**config.mk**
```make
export PLATFORM = sky130hd
export DESIGN_NAME = pat_sincos
export DESIGN_NICKNAME = d
export VERILOG_FILES = /design/src/rtl/core/assert_macros.svh /design/src/rtl/core/pat_pkg.sv /design/src/rtl/core/pat_sincos.sv
export SDC_FILE = /design/constraint.sdc
export NUM_CORES = 1
export LEC_CHECK = 0
export BUFFER_PORTS_ARGS = -buffer_cell sky130_fd_sc_hd__buf_2
export CAP_MARGIN = 30
export CORE_MARGIN = 5
export CORE_UTILIZATION = 64
export DETAILED_ROUTE_END_ITERATION = 10
export PLACE_DENSITY_LB_ADDON = 0.25
export RECOVER_POWER = 25
export SLEW_MARGIN = 20
export SYNTH_ARGS = -nofsm -noshare
export SYNTH_HDL_FRONTEND = slang
export SYNTH_SLANG_ARGS = --single-unit
```
**constraint.sdc**
```tcl
create_clock -name clk -period 10.1 [get_ports clk]
set_input_delay 1.515 -clock clk [delete_from_list [all_inputs] [get_ports clk]]
set_output_delay 1.515 -clock clk [all_outputs]
set_load 0.1 [all_outputs]
```
**src/rtl/core/assert_macros.svh**
```systemverilog
// Assertion macros shared by the RTL of the polygon transform block.
// No dependencies; define ASSERT_OFF to compile the checks out.
`ifndef ASSERT_MACROS_SVH
`define ASSERT_MACROS_SVH
`ifndef ASSERT_OFF
`define ASSERT_IMPLY(lbl, clk, rstn, ante, cons, msg) \
  lbl: assert property (@(posedge clk) disable iff (!rstn) (ante) |-> (cons)) else $error(msg);
`define ASSERT_NEVER(lbl, clk, rstn, cond, msg) \
  lbl: assert property (@(posedge clk) disable iff (!rstn) !(cond)) else $error(msg);
`else
`define ASSERT_IMPLY(lbl, clk, rstn, ante, cons, msg)
`define ASSERT_NEVER(lbl, clk, rstn, cond, msg)
`endif
`endif

```
**src/rtl/core/pat_pkg.sv**
```systemverilog
// Package for the polygon affine transform block: command codes, state
// types, CORDIC constants and the arctangent table. No dependencies.
package pat_pkg;

  localparam int MAX_VERTICES_DEF = 64;
  localparam int COORD_WIDTH_DEF  = 32;

  localparam int CORDIC_STEPS    = 18;
  localparam int CORDIC_GAIN_Q30 = 652032874;
  localparam int DEG_FULL        = 23592960;  // 360 degrees in Q16.16
  localparam int DEG_HALF        = 11796480;
  localparam int DEG_QUARTER     = 5898240;
  localparam int RED_TOP         = 6;         // highest shift of the modulo sweep

  typedef enum logic [2:0] {
    CMD_LOAD      = 3'd0,
    CMD_COPY      = 3'd1,
    CMD_SCALE     = 3'd2,
    CMD_TRANSLATE = 3'd3,
    CMD_ROTATE    = 3'd4,
    CMD_FLUSH     = 3'd5
  } cmd_t;

  typedef enum logic [3:0] {
    ST_IDLE, ST_EMIT_RD, ST_EMIT_LD, ST_EMIT_WAIT, ST_COPY_RD, ST_COPY_WR,
    ST_TRIG, ST_XF_RD, ST_MUL_LO, ST_MUL_HI, ST_MUL_FIN, ST_XF_WR, ST_FIN
  } top_st_t;

  typedef enum logic [2:0] {
    SC_IDLE, SC_RED, SC_FOLD, SC_ITER, SC_DONE
  } sc_st_t;

  typedef struct packed {
    logic               done;
    logic signed [31:0] sin_q30;
    logic signed [31:0] cos_q30;
  } trig_t;

  // atan(2^-i) in degrees, Q16.16.
  function automatic logic [21:0] atan_deg(input logic [4:0] i);
    logic [21:0] r;
    case (i)
      5'd0:  r = 22'd2949120;
      5'd1:  r = 22'd1740967;
      5'd2:  r = 22'd919879;
      5'd3:  r = 22'd466945;
      5'd4:  r = 22'd234379;
      5'd5:  r = 22'd117304;
      5'd6:  r = 22'd58666;
      5'd7:  r = 22'd29335;
      5'd8:  r = 22'd14668;
      5'd9:  r = 22'd7334;
      5'd10: r = 22'd3667;
      5'd11: r = 22'd1833;
      5'd12: r = 22'd917;
      5'd13: r = 22'd458;
      5'd14: r = 22'd229;
      5'd15: r = 22'd115;
      5'd16: r = 22'd57;
      5'd17: r = 22'd29;
      default: r = 22'd0;
    endcase
    return r;
  endfunction

endpackage

```
**src/rtl/core/pat_sincos.sv**
```systemverilog
// Sine and cosine of an angle in degrees: modulo-360 sweep then an
// 18-step CORDIC, one step per cycle. Depends on pat_pkg.
module pat_sincos (
  input  logic               clk,
  input  logic               rst_n,
  input  logic               start,
  input  logic signed [31:0] angle,
  output pat_pkg::trig_t     res
);
  import pat_pkg::*;

  localparam int XW = 34;
  localparam int ZW = 27;
  localparam logic signed [ZW-1:0] Z_FULL = ZW'(DEG_FULL);
  localparam logic signed [ZW-1:0] Z_HALF = ZW'(DEG_HALF);
  localparam logic signed [ZW-1:0] Z_QTR  = ZW'(DEG_QUARTER);

  sc_st_t               st_r, st_nxt;
  logic [31:0]          rem_r;
  logic                 neg_r, flip_r;
  logic [4:0]           step_r;
  logic signed [XW-1:0] x_r, y_r;
  logic signed [ZW-1:0] z_r;

  logic [31:0]          a_mag;
  logic [32:0]          dsh;
  logic                 ge;
  logic signed [ZW-1:0] z0, z1, z2, at;
  logic                 flip_nxt;
  logic signed [XW-1:0] dx, dy, nx, ny;

  always_comb begin
    a_mag = angle[31] ? 32'(-angle) : 32'(angle);
    dsh   = 33'(DEG_FULL) << step_r;
    ge    = {1'b0, rem_r} >= dsh;
    // C-style remainder takes the sign of the angle; bring it into [0, 360).
    z0 = (neg_r && rem_r != 32'd0) ? Z_FULL - signed'(ZW'(rem_r)) : signed'(ZW'(rem_r));
    z1 = (z0 >= Z_HALF) ? z0 - Z_FULL : z0;
    flip_nxt = 1'b0;
    z2 = z1;
    if (z1 > Z_QTR) begin
      z2 = z1 - Z_HALF;
      flip_nxt = 1'b1;
    end else if (z1 < -Z_QTR) begin
      z2 = z1 + Z_HALF;
      flip_nxt = 1'b1;
    end
    at = signed'(ZW'(atan_deg(step_r)));
    dx = y_r >>> step_r;
    dy = x_r >>> step_r;
    nx = -x_r;
    ny = -y_r;
  end

  always_comb begin
    st_nxt = st_r;
    unique case (st_r)
      SC_IDLE: if (start) st_nxt = SC_RED;
      SC_RED:  if (step_r == 5'd0) st_nxt = SC_FOLD;
      SC_FOLD: st_nxt = SC_ITER;
      SC_ITER: if (step_r == 5'(CORDIC_STEPS - 1)) st_nxt = SC_DONE;
      SC_DONE: st_nxt = SC_IDLE;
      default: st_nxt = SC_IDLE;
    endcase
  end

  always_ff @(posedge clk) begin
    if (!rst_n) begin
      st_r <= SC_IDLE;
    end else begin
      st_r <= st_nxt;
    end
  end

  always_ff @(posedge clk) begin
    case (st_r)
      SC_IDLE: begin
        if (start) begin
          rem_r  <= a_mag;
          neg_r  <= angle[31];
          step_r <= 5'(RED_TOP);
        end
      end
      SC_RED: begin
        if (ge) rem_r <= rem_r - dsh[31:0];
        step_r <= step_r - 5'd1;
      end
      SC_FOLD: begin
        z_r    <= z2;
        flip_r <= flip_nxt;
        x_r    <= XW'(CORDIC_GAIN_Q30);
        y_r    <= '0;
        step_r <= '0;
      end
      SC_ITER: begin
        if (!z_r[ZW-1]) begin
          x_r <= x_r - dx;
          y_r <= y_r + dy;
          z_r <= z_r - at;
        end else begin
          x_r <= x_r + dx;
          y_r <= y_r - dy;
          z_r <= z_r + at;
        end
        step_r <= step_r + 5'd1;
      end
      default: ;
    endcase
  end

  assign res.done    = (st_r == SC_DONE);
  assign res.sin_q30 = flip_r ? ny[31:0] : y_r[31:0];
  assign res.cos_q30 = flip_r ? nx[31:0] : x_r[31:0];

endmodule

```
==> Yosys cells after proc, flatten, opt, wreduce, memory -nomap -nowiden <==
Memories as Yosys holds them, arrays and structs flattened. A register that Yosys moved wholly into a read port is not among the register bits.
Index checks and enable logic that the tools add are counted.
{ "op_classes": {"magnitude_cmp": 4, "shift": 3, "eq_ne": 9, "n_reduce_logical": 11, "addsub": 16, "muxes": 24} }
{ "ops": {"columns": ["cell", "count"], "rows": [
  ["2-to-1 mux 32 bit", 5],
  ["one-hot mux 34 bit (2 select lines)", 2],
  ["2-to-1 mux 27 bit", 5],
  ["negator 32 bit", 3],
  ["adder 34 bit", 2],
  ["2-to-1 mux 34 bit", 2],
  [">>> shifter 34 x 5 -> 34 bit", 2],
  ["subtractor 34 bit", 2],
  ["one-hot mux 32 bit (2 select lines)", 1],
  ["one-hot mux 27 bit (2 select lines)", 1],
  ["greater-or-equal comparator 32 x 33 -> 1 bit", 1],
  ["<< shifter 25 x 5 -> 33 bit (first input constant)", 1],
  ["nonzero test 32 bit", 1],
  ["subtractor 32 bit", 1],
  ["adder 27 x 23 -> 27 bit", 1],
  ["adder 27 x 25 -> 27 bit (second input constant)", 1],
  ["greater-or-equal comparator 27 x 25 -> 1 bit (second input constant)", 1],
  ["> comparator 27 x 24 -> 1 bit (second input constant)", 1],
  ["< comparator 27 x 24 -> 1 bit (second input constant)", 1],
  ["subtractor 26 x 27 -> 27 bit (first input constant)", 1],
  ["subtractor 27 x 23 -> 27 bit", 1],
  ["subtractor 27 x 25 -> 27 bit (second input constant)", 1],
  ["subtractor 27 x 26 -> 27 bit (second input constant)", 1],
  ["one-hot mux 5 bit (4 select lines)", 1],
  ["other kinds (18)", 28]
]} }
{ "word_totals": {"out_inout_bits": 65, "regBits": 137, "romBits": 704, "input_bits": 35, "mem_count": 1, "word_cells": 76} }
{ "memory_table": {"columns": ["name", "depth", "word_bits", "rd", "rd_clocked_by_memory_dff", "wr", "line", "rtl"], "rows": [
  ["(name not given)", 32, 22, 1, 1, 0, "pat_pkg.sv:42", "case (i)"]
]} }

==> Longest topological paths before layout <==
Gate-level depths: netlist of run 1.
{ "logic_depth": {"depth_word": 9, "mapped_depth": 27, "mapped_depth_nobuf": 23} }

==> Worst setup path after synthesis of run 1 <==
OpenSTA, ideal clock, no wires.
{ "synth_path": {"path_kind": "flip-flop to flip-flop", "from": "register st_r[2]", "to": "register, netlist name at[5]", "stages_incl_launch_ff": 17, "path_buffers": 3, "required_ps": 9971, "period_less_slack_ps": 8217, "setup_time_ps": 129, "t_arrival_ps": 8088, "slack_ps": 1883, "path_cell_list": "dfxtp_1 -> clkbuf_1 -> nor2b_1 -> nand2_1 -> inv_1 -> clkbuf_1 -> clkbuf_1 -> fa_1 -> mux2i_1 -> or2_2 -> a21boi_1 -> inv_1 -> ha_1 -> o21ai_0 -> nor2_1 -> a21oi_1 -> o21ai_0"} }
{ "synth_between": {"elab_chain_len": 4, "elab_cells_between_ends": 9, "cone_classes": "eq/ne (4); mux (2); reduce/logical (3)"} }
{ "synth_lines": {"columns": ["element", "line", "rtl"], "rows": [
  ["from (decl)", "pat_sincos.sv:18", "sc_st_t st_r, st_nxt;"],
  ["from (signal assigned)", "pat_sincos.sv:71", "st_r <= st_nxt;"],
  ["== test 3 x 2 -> 1 bit, or another cell as far along", "pat_sincos.sv:76", "case (st_r)"],
  ["nonzero test 4 bit (no line) or inequality test 2 bit (tied branches)", null, null],
  ["AND reduction 2 bit (no line)", null, null],
  ["2-to-1 mux 5 bit (no line) *", null, null]
]} }
Every way passes the cells marked *; elsewhere a longest branch is shown, timed or not.
A chain may end at the register's enable or synchronous reset.

==> Worst setup path after layout of run 1 <==
{ "layout_path": {"from": "register step_r[0]", "to": "register x_r[33], data pin"} }
{ "layout_between": {"elab_chain_len": 4, "elab_cells_between_ends": 5, "cone_classes": "add/sub (2); shift (1); mux (2)"} }
{ "layout_lines": {"columns": ["element", "line", "rtl"], "rows": [
  ["from (decl)", "pat_sincos.sv:21", "logic [4:0] step_r;"],
  ["from (signal assigned)", "pat_sincos.sv:81", "step_r <= 5'(RED_TOP);"],
  ["from (signal assigned)", "pat_sincos.sv:86", "step_r <= step_r - 5'd1;"],
  ["from (signal assigned)", "pat_sincos.sv:105", "step_r <= step_r + 5'd1;"],
  [">>> shifter 34 x 5 -> 34 bit *", "pat_sincos.sv:49", "dx = y_r >>> step_r;"],
  ["subtractor 34 bit or adder 34 bit (tied branches)", "pat_sincos.sv:97, pat_sincos.sv:101", null],
  ["2-to-1 mux 34 bit *", "pat_sincos.sv:96", "if (!z_r[ZW-1]) begin"],
  ["one-hot mux 34 bit (2 select lines) *", "pat_sincos.sv:76", null],
  ["to (signal assigned)", "pat_sincos.sv:91", "x_r <= XW'(CORDIC_GAIN_Q30);"],
  ["to (signal assigned)", "pat_sincos.sv:97", "x_r <= x_r - dx;"],
  ["to (signal assigned)", "pat_sincos.sv:101", "x_r <= x_r + dx;"],
  ["to (decl)", "pat_sincos.sv:22", "logic signed [XW-1:0] x_r, y_r;"]
]} }
Marked as above.

==> results of run 1 <==
stage by stage:
stage | cells | utilization | instance area, um^2
3_3_place_gp | 2806 | 0.671 | 21300
5_1_grt | 2846 | 0.691 | 21900
2_1_floorplan | 2419 | - | 20700
4_1_cts | 2840 | 0.690 | 21900
6_report | 2846 | 0.691 | 21900
3_5_place_dp | 2808 | 0.672 | 21300
power breakdown:
| group | internal, W | total, W | leakage [nW] | switching, W |
|---|---|---|---|---|
| Sequential | 0.000816 | 0.000931 | 1.43 | 0.000114 |
| Clock | 0.000338 | 0.000646 | 0.283 | 0.000309 |
| Combinational | 0.000968 | 0.00234 | 6.65 | 0.00137 |
critical path: cells and delay by family (launching register included):
kind / cells / cell delay (ps)
AO/OA/AOI/OAI: 9 / 2110
XOR/XNOR: 1 / 160
buffers and inverters: 3 / 720
flip-flops: 1 / 650
adder cells (fa/ha/maj): 2 / 540
multiplexers: 3 / 1410
AND/OR/NAND/NOR: 6 / 1420
area by class of cell:
type,count,area (um^2)
well taps,402,503
repair buffers,128,721
flip-flops and latches,159,4520
multi-input cells,2034,15300
clock inverters,14,119
fillers,2580,9800
clock buffers,18,450
inverters,91,342
cells by family after synthesis:
kind of cell,after synthesis,synth area share
buf+inv,226,0.0432
simple gates,816,0.195
fa+ha+maj,140,0.0862
xor+xnor,281,0.119
mux,159,0.141
compound gates,638,0.196
flops,159,0.219
sequential cells by signal, summed over array words and instances, names as in the netlist:
name    cells
at         22
flip_r      1
neg_r       1
rem_r      32
st_r        3
step_r      5
x_r        34
y_r        34
z_r        27
cell usage in the layout (no fill, tap or decap), drive strengths merged, types with 34 or more instances in the layout:
cell | Yosys | routed
o31ai | 41 | 41
nand3 | 35 | 35
nand2 | 207 | 207
a21o | 36 | 36
mux4 | 104 | 104
edfxtp | 134 | 134
a21oi | 181 | 181
xor2 | 121 | 121
or3 | 34 | 34
xnor2 | 160 | 160
ha | 136 | 136
o21ai | 161 | 161
nor2 | 261 | 261
nand2b | 36 | 36
nor3 | 68 | 68
inv | 88 | 97
buf | 37 | 122
routing by layer:
metal  global-route usage  wire length [um]
met3               0.0490              3940
met4                0.161              3390
met2                0.565             29300
met5                    0                 0
met1                0.386             22800
path summary, 6_finish.rpt:
kind / slack (ps) / end / start / depth (start not counted)
hold reg to reg: 650 / st_r[1] / st_r[2] / 1
hold / removal: 650 / st_r[1] / st_r[2] / 1
setup / recovery: 2890 / x_r[33] / step_r[0] / 24
setup reg to reg: 2890 / x_r[33] / step_r[0] / 24
==> flow_summary.toml, run 1 <==
[status]
status = "finished, violations left"
failed_checks = "max-capacitance violations, max-slew violations"

[place]
dp_hpwl_mm = 44.5
gp_congestion = 0.994
preCtsSetupSlack_ps = 2690
port_buffers = 99

[clock_network]
postCtsSetupRepairBufs = 0
htreeDepth = 4
cts_tree = "yes"
cts_resized = 0
cts_buffers = 17
cts.hold.buffers_added = 0
cts.sinks = 159
cts_buffer_depth = 2
root_buffer = "clkbuf_16"
clk_latency_ps = 470
clkTransAtPathRegs_ps = 80

[grt]
grt_pass1_wl_mm = 95.0
track_usage = 0.322
overflow = 0
antenna_found_initial = 0
grt_max_degree = 78
grt_pass1_vias = 18500

[timing]
setup_violations = 0
drv_slew = 195
skew_ps = 15.2
period_share = 0.714
hold_viol_final = 0
slew_headroom = -1.18
hold_ws_ps = 653
grt_setup_unrepaired = "false"
setup-tns-final_ps = 0
timing.final.ws_setup_ps = 2890
tightestPinTransition_ps = 3270
fin_crit_ps = 7210
fmax_mhz = 139

[route]
routed_wl_mm = 59.4
vias = 19400
drt_pass1_iterations = 7
drt-wirelength-per-cell_um = 20.9
drt-vias-per-instance = 6.81
ant_nets = 0
drc = 0
drt_iter0_drc = 2167

[synth]
async_flop_share = 0
ys_ff_latch = 159
synth_top_area_frac = 0.195
yosysWarnings = 0
synth_area_leaders = "edfxtp_1 (19%), mux4_2 (11%), ha_1 (8.2%)"
synthDistinctLibCells = 94
syn_inst = 2419
ys.flop_type = "edfxtp_1"
synth_commonest_cells = "nor2_1 (260), nand2_1 (206), a21oi_1 (179)"
synth_nets = 2594
synth_top_cell_by_area = "edfxtp_1"
ys_seq_area_frac = 0.219
synth_most_common_cell = "nor2_1"
synth_edf_count = 134
syn-cell-area_um2 = 20700
avgSynthCellArea_um2 = 8.54

[final_layout]
syn2layout_area_growth_pct = 6.05
drive_gt1_frac = 0.136
diodes = 0
fin_nets = 2606

[worst_setup_path]
path_max_fanout = 23
worstPathRequired_ps = 10380
worstSetupPathType = "register to register"
critPathMaxStageDelay_ps = 650
crit_arrival_ps = 7490
crit_chain = "buf_16, buf_4, mux4_2, mux4_2, mux2i_1, ha_1, and2_1, nor4bb_1, nor2_1, xnor2_1, ha_1, inv_1, o21bai_1, a21oi_1, nor2b_1, a311oi_1, o211ai_1, nand2_1, o2111ai_1, o211ai_1, o31ai_1, o221a_2, or4_1, a31oi_1"
worstSetupStartpointType = "register"
cp-end-kind = "register"
cp_slowest_cell = "edfxtp_1"

[floorplan]
die_area_um2 = 36000
fp.dieH_um = 190
start_util = 0.652
fp.dieW_um = 190
io_pins = 100
core-area_um2 = 31700
rows = 65

[power]
ir_worst_vdd_v = 0.000152
finalPower_w = 0.00392
power.density_nw_per_um2 = 179
p_leak_nw = 8.36

[run]
cap_violations = 4

[worst_hold_path]
hold_class = "register to register"
No activity file was read; power rests on OpenSTA's default activity.
==> run 2: changes to the inputs <==
Clock period 10.1 ns to 7.32 ns, I/O delays scaled along.
==> run 2 against run 1 <==
  * The run still ends with max-capacitance violations, max-slew violations left
  * First-iteration DRC count shrank 2.4%
  * Power grew 38%
  * Utilization is essentially flat
==> flow_summary.toml, run 2 (same netlist as run 1, synthesis figures left out) <==
[place]
gp_congestion = 0.970
preCtsSetupSlack_ps = 581
dp_hpwl_mm = 45.8
port_buffers = 99

[floorplan]
rows = 65
io_pins = 100
start_util = 0.652
core-area_um2 = 31700
die_area_um2 = 36000
fp.dieH_um = 190
fp.dieW_um = 190

[final_layout]
drive_gt1_frac = 0.135
finalCoreUtilization = 0.691
mostFrequentLayoutCells = "nor2_1 (260), nand2_1 (205), a21oi_1 (179)"
syn2layout_area_growth_pct = 6.06
fillers = 2655
final_common_cell = "nor2_1"
reg_top3 = "x_r: 34 flops, y_r: 34 flops, rem_r: 32 flops"
fin_nets = 2608
diodes = 0

[timing]
setup-tns-final_ps = 0
skew_ps = 11.9
timing.final.ws_setup_ps = 567
hold_viol_final = 0
setup_violations = 0
hold_ws_ps = 675
tightestPinTransition_ps = 3570
fin_crit_ps = 6750
period_share = 0.923
drv_slew = 140
fmax_mhz = 148
grt_setup_unrepaired = "false"
slew_headroom = -1.38

[run]
cap_violations = 3

[route]
drt-vias-per-instance = 6.82
drc = 0
drt_iter0_drc = 2115
routed_wl_mm = 60.5
drt-wirelength-per-cell_um = 21.2
drt_pass1_iterations = 6
ant_nets = 0
vias = 19400

[clock_network]
postCtsSetupRepairBufs = 0
root_buffer = "clkbuf_16"
cts.sinks = 159
cts_buffer_depth = 2
clkTransAtPathRegs_ps = 70
htreeDepth = 4
clk_latency_ps = 460
cts_tree = "yes"
cts_buffers = 17

[worst_setup_path]
crit_arrival_ps = 6930
critPathTopFamily = "compound AO/OA/AOI/OAI gates"
critPathMaxStageDelay_ps = 630
worstSetupPathType = "register to register"
critPathLaunch = "step_r[0]"
path_max_fanout = 75
rr_startpoint = "step_r[0]"
cp-end-kind = "register"
worstPathRequired_ps = 7500
path_buf_inv = 1
worstSetupStartpointType = "register"
cp_slowest_cell = "mux4_2"
crit_chain = "buf_12, mux4_2, mux4_2, mux2i_1, o211ai_1, nor2_1, nand2_1, nor4_2, nor2_1, xor2_1, ha_1, a21oi_1, nor2b_1, nand2b_1, o221ai_1, o31ai_1, o21ai_0, o21ai_0, o211ai_1, o21ai_0, a31oi_1, xor2_1, nor2_1"

[worst_hold_path]
hold_class = "register to register"
hp-start = "st_r[2]"

[grt]
grt_max_degree = 78
antenna_found_initial = 0
overflow = 0
track_usage = 0.332
grt_pass1_vias = 18600
grt_pass1_wl_mm = 96.9

[status]
status = "finished, violations left"
failed_checks = "max-capacitance violations, max-slew violations"

[power]
p_leak_nw = 8.36
internal_power_w = 0.00292
power.density_nw_per_um2 = 247
finalPower_w = 0.00540
p_clk_frac = 0.163
p_sw_frac = 0.459
switching_power_w = 0.00248
power_frac_seq = 0.237
ir_worst_vdd_v = 0.000192
combinationalPowerShare = 0.600
## run 2: cell type report
cell class | instances | area [um^2] | area share
Clock buffer | 20 | 458 | 0.0209
Clock inverter | 12 | 97.6 | 0.00445
Inverter | 91 | 342 | 0.0156
Multi-Input combinational cell | 2034 | 15300 | 0.696
Sequential cell | 159 | 4520 | 0.206
Tap cell | 402 | 503 | 0.0229
Timing Repair Buffer | 130 | 728 | 0.0332
## run 2: metrics by stage
| step | area, um^2 | cells |
|---|---|---|
| 6_report | 21900 | 2848 |
| 5_1_grt | 21900 | 2848 |
| 4_1_cts | 22000 | 2846 |
| 3_5_place_dp | 21400 | 2814 |
| 3_3_place_gp | 21300 | 2809 |
| 2_1_floorplan | 20700 | 2419 |
## run 2: metal layers
layer / part of all wire / vias to the layer above / track usage / routed length (um)
met4: 0.051 / 0 / 0.153 / 3100
met3: 0.073 / 213 / 0.0494 / 4430
li1: - / 9016 / - / -
met2: 0.50 / 945 / 0.588 / 30100
met1: 0.38 / 9245 / 0.401 / 22900
met5: 0 / - / 0 / 0
## run 2: power by group through the flow
stage	logic, W	clock network, W	registers (W)
6_report	0.00324	0.000881	0.00128
5_1_grt	0.00357	0.000940	0.00129
4_1_cts	0.00320	0.000887	0.00127
3_5_place_dp	0.00318	0	0.00129
3_3_place_gp	0.00309	0	0.00129
2_1_floorplan	0.00257	0	0.00122
## run 2: what timing repair did
| item | 4_1_cts | 5_1_grt |
|---|---|---|
| resized for setup | 0 | 1 |
| setup endpoints to repair | 0 | 1 |
| hold buffers | 0 | 0 |
## run 2: final timing paths
path	end	slack (ps)	cells past startpoint
worst max-delay path	y_r[32]	570	23
worst min register to register	st_r[1]	670	1
worst min-delay path	st_r[1]	670	1
worst max register to register	y_r[32]	570	23
